===== config.mk =====
export PLATFORM = sky130hd
export DESIGN_NAME = irp_ctrl
export DESIGN_NICKNAME = d
export VERILOG_FILES = /design/src/rtl/core/irp_pkg.sv /design/src/rtl/core/irp_ctrl.sv
export SDC_FILE = /design/constraint.sdc
export NUM_CORES = 1
export LEC_CHECK = 0
export BUFFER_PORTS_ARGS = -buffer_cell sky130_fd_sc_hd__buf_2
export CAP_MARGIN = 10
export CORE_MARGIN = 8
export CORE_UTILIZATION = 35
export CTS_CLUSTER_SIZE = 40
export DETAILED_ROUTE_END_ITERATION = 7
export GPL_TIMING_DRIVEN = 0
export PLACE_DENSITY = 0.66
export SYNTH_ARGS = -nofsm -noshare
export SYNTH_HDL_FRONTEND = slang
export SYNTH_SLANG_ARGS = --single-unit

===== constraint.sdc =====
create_clock -name clk -period 2 [get_ports clk]
set_clock_uncertainty 0.15 [all_clocks]
set_input_delay 0.1 -clock clk [delete_from_list [all_inputs] [get_ports clk]]
set_output_delay 0.1 -clock clk [all_outputs]
set_load 0.01 [all_outputs]

===== src/rtl/core/irp_pkg.sv =====
// ----------------------------------------------------------------------------
// irp_pkg
// Shared widths and the command and status bundles that pass between the
// isotonic regression controller and its datapath.
// ----------------------------------------------------------------------------
package irp_pkg;

  localparam int MAX_LEN   = 64;
  localparam int SAMPLE_W  = 32;
  localparam int IDX_W     = $clog2(MAX_LEN);
  localparam int CNT_W     = $clog2(MAX_LEN + 1);
  localparam int SUM_W     = SAMPLE_W + IDX_W + 2;
  localparam int PROD_W    = SUM_W + CNT_W + 1;
  localparam int DIV_STEPS = SUM_W;
  localparam int ITER_W    = $clog2(DIV_STEPS);

  // Command strobes from the controller; several may be set together.
  typedef struct packed {
    logic load;
    logic pool_start;
    logic rd_cur;
    logic take_cur;
    logic rd_link;
    logic take_p;
    logic mul;
    logic merge;
    logic wr_head;
    logic wr_tail;
    logic next_j;
    logic em_start;
    logic em_rd;
    logic div_load;
    logic div_step;
    logic out_next;
    logic clear;
  } irp_cmd_t;

  // Status flags from the datapath.
  typedef struct packed {
    logic h_zero;
    logic p_ge_h;
    logic le;
    logic last_j;
    logic div_done;
    logic blk_done;
    logic vec_done;
  } irp_stat_t;

endpackage


===== src/rtl/core/irp_ctrl.sv =====
// ----------------------------------------------------------------------------
// irp_ctrl
// Sequencer for loading, pooling with backtracking, and emission.
// ----------------------------------------------------------------------------
module irp_ctrl
  import irp_pkg::*;
(
  input  logic      clk,
  input  logic      rst,
  input  logic      in_valid,
  output logic      in_ready,
  input  logic      last,
  output logic      out_valid,
  input  logic      out_ready,
  input  irp_stat_t stat,
  output irp_cmd_t  cmd
);

  typedef enum logic [3:0] {
    S_IDLE, S_LD, S_CUR, S_CHECK, S_P, S_MUL, S_CMP, S_WR1, S_WR2,
    E_RD, E_LOAD, E_DIV, E_OUT
  } state_t;

  state_t state;
  state_t state_next;

  assign in_ready  = (state == S_IDLE);
  assign out_valid = (state == E_OUT);

  // Commands and next state.
  always_comb begin
    cmd        = '0;
    state_next = state;
    case (state)
      S_IDLE: begin
        if (in_valid) begin
          cmd.load = 1'b1;
          if (last) begin
            cmd.pool_start = 1'b1;
            state_next     = S_LD;
          end
        end
      end
      S_LD: begin
        cmd.rd_cur = 1'b1;
        state_next = S_CUR;
      end
      S_CUR: begin
        cmd.take_cur = 1'b1;
        state_next   = S_CHECK;
      end
      S_CHECK: begin
        if (stat.h_zero) begin
          state_next = S_WR1;
        end else begin
          cmd.rd_link = 1'b1;
          state_next  = S_P;
        end
      end
      S_P: begin
        if (stat.p_ge_h) begin
          state_next = S_WR1;
        end else begin
          cmd.take_p = 1'b1;
          state_next = S_MUL;
        end
      end
      S_MUL: begin
        cmd.mul    = 1'b1;
        state_next = S_CMP;
      end
      S_CMP: begin
        if (stat.le) begin
          cmd.merge  = 1'b1;
          state_next = S_CHECK;
        end else begin
          state_next = S_WR1;
        end
      end
      S_WR1: begin
        cmd.wr_head = 1'b1;
        state_next  = S_WR2;
      end
      S_WR2: begin
        cmd.wr_tail = 1'b1;
        if (stat.last_j) begin
          cmd.em_start = 1'b1;
          state_next   = E_RD;
        end else begin
          cmd.next_j = 1'b1;
          state_next = S_LD;
        end
      end
      E_RD: begin
        cmd.em_rd  = 1'b1;
        state_next = E_LOAD;
      end
      E_LOAD: begin
        cmd.div_load = 1'b1;
        state_next   = E_DIV;
      end
      E_DIV: begin
        cmd.div_step = 1'b1;
        if (stat.div_done) begin
          state_next = E_OUT;
        end
      end
      E_OUT: begin
        if (out_ready) begin
          cmd.out_next = 1'b1;
          if (stat.blk_done && stat.vec_done) begin
            cmd.clear  = 1'b1;
            state_next = S_IDLE;
          end else if (stat.blk_done) begin
            state_next = E_RD;
          end
        end
      end
      default: begin
        state_next = S_IDLE;
      end
    endcase
  end

  // State register.
  always_ff @(posedge clk) begin
    if (rst) begin
      state <= S_IDLE;
    end else begin
      state <= state_next;
    end
  end

endmodule


# Word level (Yosys, flattened, before mapping)
# Cells that the tools add are included.
# word_totals
word_cells,54
out_inout_bits,19
register_bits,4
# classes
mux,33
reduce_logical,3
n_eq_ne,17
# ops
op,n
case mux 4 bit (13 select lines),1
2-to-1 mux 4 bit,7
== test 4 bit (second input constant),5
2-to-1 mux 1 bit,17
== test 4 x 3 -> 1 bit (second input constant),4
2-to-1 mux 2 bit,6
== test 4 x 2 -> 1 bit (second input constant),2
2-to-1 mux 3 bit,2
AND reduction 5 bit,1
== test 4 x 1 -> 1 bit (second input constant),1
zero test 4 bit,1
inequality test 2 x 1 -> 1 bit (second input constant),2
inequality test 2 bit (second input constant),2
inequality test 3 x 1 -> 1 bit (second input constant),1
logical AND 1 bit,1

# Depth between registers and ports, before layout
# Gate-level depths: netlist of run 1.
# depth
word_depth,4
ltp_mapped,6
ltp_nobuf,4

# Worst setup path before layout of run 1
# No wires, ideal clock.
# synth_timing
kind,register -> register
from,register state[3]
to,register state[2]
n_path_buf,1
path_stages_with_launch,6
arrival_ns,1.164
period_less_slack_ns,1.429
path_slack_ns,0.571
setup_ns,0.115
path_cell_list,dfxtp_1 buf_6 nor4_4 a22oi_2 a31oi_1 nor2_1
# synth_via
elab_chain_cells,3
elab_cells_between_ends,20
classes_between,eq/ne (17); mux (1); reduce/logical (2)
# synth_lines
element,line,rtl
"start, declared",irp_ctrl.sv:24,state_t state;
"start signal, assigned",irp_ctrl.sv:130,state <= state_next;
zero test 4 bit (*),--,
net in_ready,irp_ctrl.sv:11,"output logic in_ready,"
inequality test 2 x 1 -> 1 bit (no line) or inequality test 2 bit (tied branches),--,
AND reduction 5 bit (no line),--,
# Mark *: on every way through the listed nets, which the timed path passes. The rest lies on a longest branch.
# A chain may end at the register's enable or synchronous reset.

==> results.json, run 1 <==
{
  "hold_class": "in2reg",
  "ant_nets": 0,
  "drcViolationCount": 0,
  "whs_ps": 39.9,
  "finalSetupViolations": 0,
  "root_buffer": "clkbuf_4",
  "status": "finished clean",
  "cp.required_ps": 1750,
  "leakagePower_nw": 0.347,
  "crit_arrival_ps": 1460,
  "cts-resized-gates": 0,
  "diodes": 0,
  "synth_edf_count": 0,
  "regToRegSetupSlack_ps": 540,
  "hold_start": "stat[2]",
  "synth.area.top_cells": "dfxtp_1, buf_6, a21oi_1",
  "avgSynthCellArea_um2": 7.35,
  "drt-pass1-iter-count": 4,
  "yosysMostFrequentCell": "nor2_1",
  "netSwitchingFraction": 0.346,
  "synth_nets": 84,
  "power_frac_seq": 0.252,
  "numCtsBuffers": 3,
  "drt-total-wl_um": 1540,
  "fillers": 170,
  "largestRegisters": "state x4",
  "area_growth_pct": 38.3,
  "register_area_um2": 80.1,
  "ys_ff_latch": 4,
  "period_share": 0.856,
  "timing.rr.start": "state[3]",
  "yosys.area.top_type": "dfxtp_1",
  "peakVddDrop_uv": 396,
  "wl_per_cell_um": 12.6,
  "core_area_mm2": 0.00145,
  "synth-async-reset-ratio": 0,
  "die-area_mm2": 0.00301,
  "fmax_mhz": 584,
  "start_kind": "flop",
  "synthCells": 72,
  "numClockSinks": 4,
  "maxCapViolCount": 0,
  "first_global_vias": 598,
  "post-cts-setup-buffers": 0,
  "multiInputGateArea_um2": 380,
  "synthFlopType": "dfxtp_1",
  "num_vias": 631,
  "synth_top_area_frac": 0.151,
  "tns_ps": 0,
  "worst_slew_pin_slew_ps": 286,
  "antenna_found_initial": 0,
  "relSlewSlack": 0.808,
  "cp-startpoint": "state[2]",
  "clockBufferDepth": 2,
  "worstPathMaxFanout": 10,
  "path_clk_slew_ps": 40,
  "top_register": "state",
  "htreeDepth": 1,
  "dp_hpwl_um": 1240,
  "yosys_warnings": 0,
  "start_util": 0.364,
  "crit_path_end_kind": "output pin",
  "largest_register_ffs": 4,
  "die_x_um": 54.9,
  "seq_area_frac_synth": 0.151,
  "num-nets-final": 120,
  "rsz0062_at_grt": "no",
  "grt_pass1_wl_um": 2610,
  "drive_gt1_frac": 0.434,
  "synth_common_cells": "nor2_1, a21oi_1, nand2_1, nor3_1, dfxtp_1",
  "rows": 14,
  "vias_per_cell": 5.17,
  "hold_viol_final": 0,
  "netlist_area_um2": 529,
  "comb_power_share": 0.479,
  "p_int_mw": 0.234,
  "grt_max_degree": 11,
  "slew_violations": 0,
  "clk_latency_ps": 230,
  "die_h_um": 54.9,
  "grt_util_all_layers": 0.111,
  "ios": 31,
  "place.gp.congestion": 0.790,
  "clkPwrFrac": 0.269,
  "dr.first_iter.drc_count": 12,
  "portBuffers": 30,
  "p_per_area_mw_per_mm2": 488,
  "p_sw_mw": 0.124,
  "ys_types": 31,
  "fin_crit_ps": 1710,
  "path_class": "reg2out",
  "cts_tree": "yes",
  "grt-ovfl-total": 0,
  "ctsHoldBuffers": 1
}
[cells by family after synthesis]
kind of cell | share of synthesized area
flip-flops | 0.151
AND/OR/NAND/NOR | 0.466
AO/OA/AOI/OAI | 0.253
buffers and inverters | 0.130
[worst max-delay path: stages (launching register included)]
cell and delay [ps]:
dfxtp_1 290, buf_2 210, buf_4 210, nand2_1 80, nor4b_1 270, buf_2 180
[layout make-up]
type                    count  area share
plain buffers               7      0.0838
clock buffers               3      0.0308
inverters                   2      0.0103
multi-input cells          59       0.520
flip-flops and latches      4       0.109
well taps                  16      0.0274
repair buffers             31       0.219
[power by group through the flow]
| stage | Combinational, mW | Clock, mW | Sequential (mW) |
|---|---|---|---|
| 6_report | 0.171 | 0.0961 | 0.0901 |
| 3_5_place_dp | 0.171 | 0 | 0.0914 |
| 2_1_floorplan | 0.121 | 0 | 0.0909 |
| 5_1_grt | 0.190 | 0.110 | 0.0913 |
| 3_3_place_gp | 0.170 | 0 | 0.0911 |
| 4_1_cts | 0.173 | 0.103 | 0.0902 |
[path summary, 6_finish.rpt]
path | end | cells past startpoint
setup / recovery | cmd[9] | 5
hold / removal | state[1] | 4
setup reg to reg | state[2] | 5
hold reg to reg | state[1] | 5
[cell usage in the layout (no fill, tap or decap)]
cell type	n
a211oi_1	1
a21boi_0	1
a21o_1	2
a21oi_1	6
a22oi_2	1
a31oi_1	2
a32o_1	1
and2_1	3
and2_2	1
and2b_1	1
and3_2	1
and4bb_4	1
buf_2	31
buf_4	3
buf_6	3
clkbuf_4	3
dfxtp_1	4
dlygate4sd3_1	1
inv_1	2
nand2_1	6
nand2b_1	3
nand3b_1	3
nor2_1	7
nor2b_1	1
nor3_1	5
nor3_2	1
nor4_1	2
nor4_4	1
nor4b_1	1
o211ai_1	2
o21ai_0	3
o2bb2ai_1	1
or2b_1	2
[stage by stage]
step	utilization	std cells	worst slack, ps	power [mW]	instance area (um2)
6_report	0.503	122	288	0.357	732
5_1_grt	0.503	122	152	0.391	732
4_1_cts	0.503	122	275	0.366	732
3_5_place_dp	0.481	118	529	0.263	699
3_3_place_gp	0.481	118	557	0.261	699
2_1_floorplan	-	72	571	0.212	529
[layer usage]
| layer | share of wire | vias to the layer above | global-route usage | wire, um |
|---|---|---|---|---|
| met4 | 0 | 0 | 0.0246 | 0 |
| met3 | 0.087 | 0 | 0.0353 | 134 |
| met1 | 0.44 | 286 | 0.140 | 680 |
| met2 | 0.47 | 16 | 0.179 | 723 |
| li1 | - | 329 | - | - |
| met5 | 0 | - | 0 | 0 |
Note: power is estimated with default switching activity, not from simulation.
==> run 2: changes to the inputs <==
--- a/config.mk
+++ b/config.mk
@@ -13,6 +13,7 @@
 export DETAILED_ROUTE_END_ITERATION = 7
 export GPL_TIMING_DRIVEN = 0
 export PLACE_DENSITY = 0.66
+export SETUP_SLACK_MARGIN = 0.4
 export SYNTH_ARGS = -nofsm -noshare
 export SYNTH_HDL_FRONTEND = slang
 export SYNTH_SLANG_ARGS = --single-unit
==> run 2 against run 1 <==
Net effect:
- clock power up 1%
- highest routed layer unchanged
- final cell count up 16%
- critical path type unchanged
- routed wire length grew 26%
==> results.json, run 2 (synthesis results as in run 1) <==
{
  "rows": 14,
  "path_clk_slew_ps": 40,
  "antenna_found_initial": 0,
  "worstPathMaxFanout": 4,
  "hold_start": "stat[2]",
  "hold_viol_final": 0,
  "crit_path_end_kind": "output pin",
  "p_per_area_mw_per_mm2": 435,
  "vias_per_cell": 5.21,
  "dr.first_iter.drc_count": 18,
  "start_kind": "flop",
  "timing.rr.start": "state[3]",
  "die-area_mm2": 0.00301,
  "place.gp.congestion": 0.790,
  "tns_ps": 0,
  "path_class": "reg2out",
  "clk_latency_ps": 230,
  "drive_gt1_frac": 0.632,
  "num-nets-final": 139,
  "dp_worst_setup_slack_ps": 529,
  "mostFrequentLayoutCell": "buf_2",
  "top_register": "state",
  "leakagePower_nw": 0.468,
  "clockBufferDepth": 2,
  "numCtsBuffers": 3,
  "start_util": 0.364,
  "grt-ovfl-total": 0,
  "fin_crit_ps": 1620,
  "peakVddDrop_uv": 410,
  "ios": 31,
  "instances_no_fill": 141,
  "cts_tree": "yes",
  "die_x_um": 54.9,
  "wl_per_cell_um": 13.8,
  "finalSetupViolations": 0,
  "placed_area_um2": 699,
  "grt_pass1_wl_um": 2770,
  "maxCapViolCount": 0,
  "multiInputGateArea_um2": 439,
  "fillers": 128,
  "fmax_mhz": 617,
  "grt_util_all_layers": 0.119,
  "root_buffer": "clkbuf_4",
  "drt-pass1-iter-count": 4,
  "status": "finished clean",
  "die_h_um": 54.9,
  "drcViolationCount": 0,
  "area_growth_pct": 85.6,
  "ant_nets": 0,
  "design_area_um2": 982,
  "setup_ws_ps": 379,
  "core_area_mm2": 0.00145,
  "crit_arrival_ps": 1370,
  "num_vias": 735,
  "hold_class": "in2reg",
  "most-common-layout-cells": "buf_2, buf_4, nor2_1, a21oi_1, buf_6",
  "slew_violations": 0,
  "whs_ps": 35.8,
  "diodes": 0,
  "cp-startpoint": "state[3]",
  "period_share": 0.811,
  "largestRegisters": "state x4",
  "cp.required_ps": 1750,
  "grt_max_degree": 11,
  "drt-total-wl_um": 1940,
  "placed_cells": 118,
  "htreeDepth": 1,
  "relSlewSlack": 0.823,
  "first_global_vias": 635,
  "worst_slew_pin_slew_ps": 264,
  "largest_register_ffs": 4,
  "portBuffers": 30,
  "rsz0062_at_grt": "yes",
  "numClockSinks": 4,
  "dp_hpwl_um": 1240,
  "register_area_um2": 83.8
}
run 2: cell count changes in the layout (fill, tap and decap cells not counted), sizes merged:
cell / before / now
buf: 37 / 55
clkbuf: 3 / 4
run 2: timing repair:
item	CTS	global route
pin swaps	2	6
setup endpoints to repair	5	10
gates resized for setup	5	17
endpoints found under the hold margin	4	0
buffers inserted	6	12
cloned	0	1
hold buffers	1	0
run 2: worst paths after layout:
check	to	slack (ps)	cells after the start
min reg2reg	state[3]	710	5
max	cmd[5]	380	5
max reg2reg	state[3]	510	6
min	state[1]	40	4
run 2: worst max-delay path, cell delays in order, from the launching register on:
cell	delay (ps)
dfxtp_2	320
buf_6	110
or2b_4	280
nor3_2	160
and2_1	140
buf_2	120
run 2: where the power goes:
part,internal (mW),switching [mW]
Sequential,0.0883,0.00334
Clock,0.0669,0.0303
Combinational,0.126,0.112
Total,0.281,0.146
run 2: layer usage:
layer	vias to the layer above	track usage	share of wire
met5	-	0	0
met4	0	0.0246	0
met3	0	0.0353	0.078
met2	24	0.208	0.51
met1	346	0.139	0.41
li1	365	-	-
run 2: layout make-up:
| type | instances | share of cell area |
|---|---|---|
| clock buffers | 3 | 0.0229 |
| multi-input cells | 59 | 0.447 |
| inverters | 2 | 0.00764 |
| flip-flops and latches | 4 | 0.0854 |
| well taps | 16 | 0.0204 |
| repair buffers | 50 | 0.332 |
| plain buffers | 7 | 0.0841 |
run 2: through the flow:
| stage | power (mW) | utilization |
|---|---|---|
| after floorplan | 0.212 | - |
| after global placement | 0.261 | 0.481 |
| after detailed placement | 0.263 | 0.481 |
| after CTS | 0.391 | 0.547 |
| after global routing | 0.460 | 0.676 |
| final | 0.427 | 0.676 |
==> run 3: changes to the inputs <==
==> constraint.sdc (replaced) <==
create_clock -name clk -period 1.7 [get_ports clk]
set_clock_uncertainty 0.15 [all_clocks]
set_input_delay 0.085 -clock clk [delete_from_list [all_inputs] [get_ports clk]]
set_output_delay 0.085 -clock clk [all_outputs]
set_load 0.01 [all_outputs]
==> run 3 against run 2 <==
Net effect:
- non-clock buffer count shrank 3
- highest routed layer is now met4
- global-route usage grew 2.0 points
- sequential power up 17%
- power up 29%
==> results.json, run 3 (synthesis results as in run 1) <==
{
  "ant_nets": 0,
  "p_per_area_mw_per_mm2": 520,
  "r2r_end": "state[2]",
  "dr.first_iter.drc_count": 24,
  "power_frac_seq": 0.194,
  "grt-ovfl-total": 0,
  "die_x_um": 54.9,
  "clockBufferDepth": 2,
  "p_int_mw": 0.354,
  "max_stage_delay_ps": 320,
  "worstPathMaxFanout": 4,
  "antenna_found_initial": 0,
  "drt-pass1-iter-count": 4,
  "largestRegisters": "state x4",
  "die_h_um": 54.9,
  "regToRegSetupSlack_ps": 200,
  "holdPathStages": 4,
  "cts_tree": "yes",
  "area_growth_pct": 101,
  "hold_class": "in2reg",
  "worst_slew_pin_slew_ps": 285,
  "leakagePower_nw": 0.491,
  "cp.required_ps": 1460,
  "fillers": 108,
  "htreeDepth": 1,
  "path_clk_slew_ps": 40,
  "root_buffer": "clkbuf_4",
  "post-route-util": 0.731,
  "wl_per_cell_um": 14.3,
  "setup_ws_ps": 136,
  "num-nets-final": 136,
  "most-common-layout-cells": "buf_2, buf_6, buf_4, nor2_1, a21oi_1",
  "period_share": 0.920,
  "status": "finished clean",
  "first_global_vias": 757,
  "clk_latency_ps": 230,
  "ios": 31,
  "grt_util_all_layers": 0.139,
  "relSlewSlack": 0.808,
  "grt_max_degree": 11,
  "cp_top_family": "simple AND/OR/NAND/NOR gates",
  "hold_start": "stat[2]",
  "multiInputGateArea_um2": 513,
  "maxCapViolCount": 0,
  "r2r_cells": 6,
  "hold_end": "state[1]",
  "dp_hpwl_um": 1210,
  "whs_ps": 34.0,
  "vias_per_cell": 5.39,
  "register_area_um2": 83.8,
  "path_class": "reg2out",
  "finalSetupViolations": 0,
  "start_kind": "flop",
  "p_sw_mw": 0.198,
  "tns_ps": 0,
  "rows": 14,
  "diodes": 0,
  "grt_pass1_wl_um": 3200,
  "numClockSinks": 4,
  "drive_gt1_frac": 0.689,
  "top_register": "state",
  "hold_viol_final": 0,
  "crit_chain": "buf_6 > or2b_4 > nor3_4 > and2_4 > buf_6",
  "crit_arrival_ps": 1330,
  "drcViolationCount": 0,
  "core_area_mm2": 0.00145,
  "drt-total-wl_um": 1980,
  "slew_violations": 0,
  "netSwitchingFraction": 0.359,
  "die-area_mm2": 0.00301,
  "design_area_mm2": 0.00106,
  "numCtsBuffers": 3,
  "peakVddDrop_uv": 504,
  "placed_area_um2": 737,
  "start_util": 0.364,
  "timing.rr.start": "state[2]",
  "crit_path_end_kind": "output pin",
  "fmax_mhz": 640,
  "portBuffers": 30,
  "clkPwrFrac": 0.207,
  "cp_common_cell": "buf_6",
  "comb_power_share": 0.599,
  "mostFrequentLayoutCell": "buf_2",
  "crit_buf_inv": 2,
  "rsz0062_at_grt": "yes",
  "place.gp.congestion": 0.789,
  "crit_path_top_delay_cell": "dfxtp_2",
  "num_vias": 744,
  "dp_worst_setup_slack_ps": 261,
  "fin_crit_ps": 1560,
  "largest_register_ffs": 4
}
## run 3: cell types whose count changed in the layout (fill, tap and decap cells not counted), sizes merged
cell    previous run  this run
buf               55        53
clkbuf             4         3
## run 3: final cells by class
| cell class | count | area share |
|---|---|---|
| buffer | 7 | 0.0777 |
| clock buffer | 3 | 0.0212 |
| inverter | 2 | 0.00942 |
| multi-input combinational | 59 | 0.483 |
| sequential | 4 | 0.0789 |
| tap | 16 | 0.0188 |
| timing repair buffer | 47 | 0.311 |
## run 3: power by group through the flow
stage	Clock [mW]	Sequential, mW	Combinational, mW
2_1_floorplan	0	0.107	0.149
3_3_place_gp	0	0.107	0.207
3_5_place_dp	0	0.108	0.208
4_1_cts	0.120	0.107	0.305
5_1_grt	0.126	0.108	0.354
6_report	0.114	0.107	0.331
## run 3: worst reg2reg max path, delay by kind of cell, from the launching register on
family | cells | cell delay (ps)
and+or+nand+nor | 2 | 400
AOI/OAI and AO/OA | 2 | 250
buffers and inverters | 2 | 290
DFF | 1 | 300
## run 3: repair_timing
action | 4_1_cts | 5_1_grt
resized for setup | 34 | 9
endpoints found under the hold margin | 4 | 0
pin swaps | 14 | 4
buffers inserted | 16 | 0
setup endpoints to repair | 23 | 23
hold buffers | 1 | 0
## run 3: stage by stage
step | total power [mW] | std cells
finish | 0.553 | 138
global route | 0.589 | 138
CTS | 0.532 | 138
detailed placement | 0.316 | 118
global placement | 0.314 | 118
floorplan | 0.256 | 72
## run 3: how the worst max path moves through the flow
stage | from | endpoint | slack [ps] | cells past startpoint
final | state[3] | cmd[5] | 140 | 5
after global routing | state[2] | cmd[15] | 70 | 4
after CTS | state[3] | cmd[5] | 140 | 5
after detailed placement | state[2] | cmd[9] | 260 | 5
after global placement | state[2] | cmd[9] | 280 | 5
after floorplan | state[1] | state[2] | 310 | 5
## run 3: metal layers
metal / vias to the layer above / wire length [um] / global-route usage
met5: - / 0 / 0
li1: 361 / - / -
met1: 342 / 779 / 0.163
met4: 0 / 25 / 0.0246
met2: 37 / 998 / 0.257
met3: 4 / 175 / 0.0245
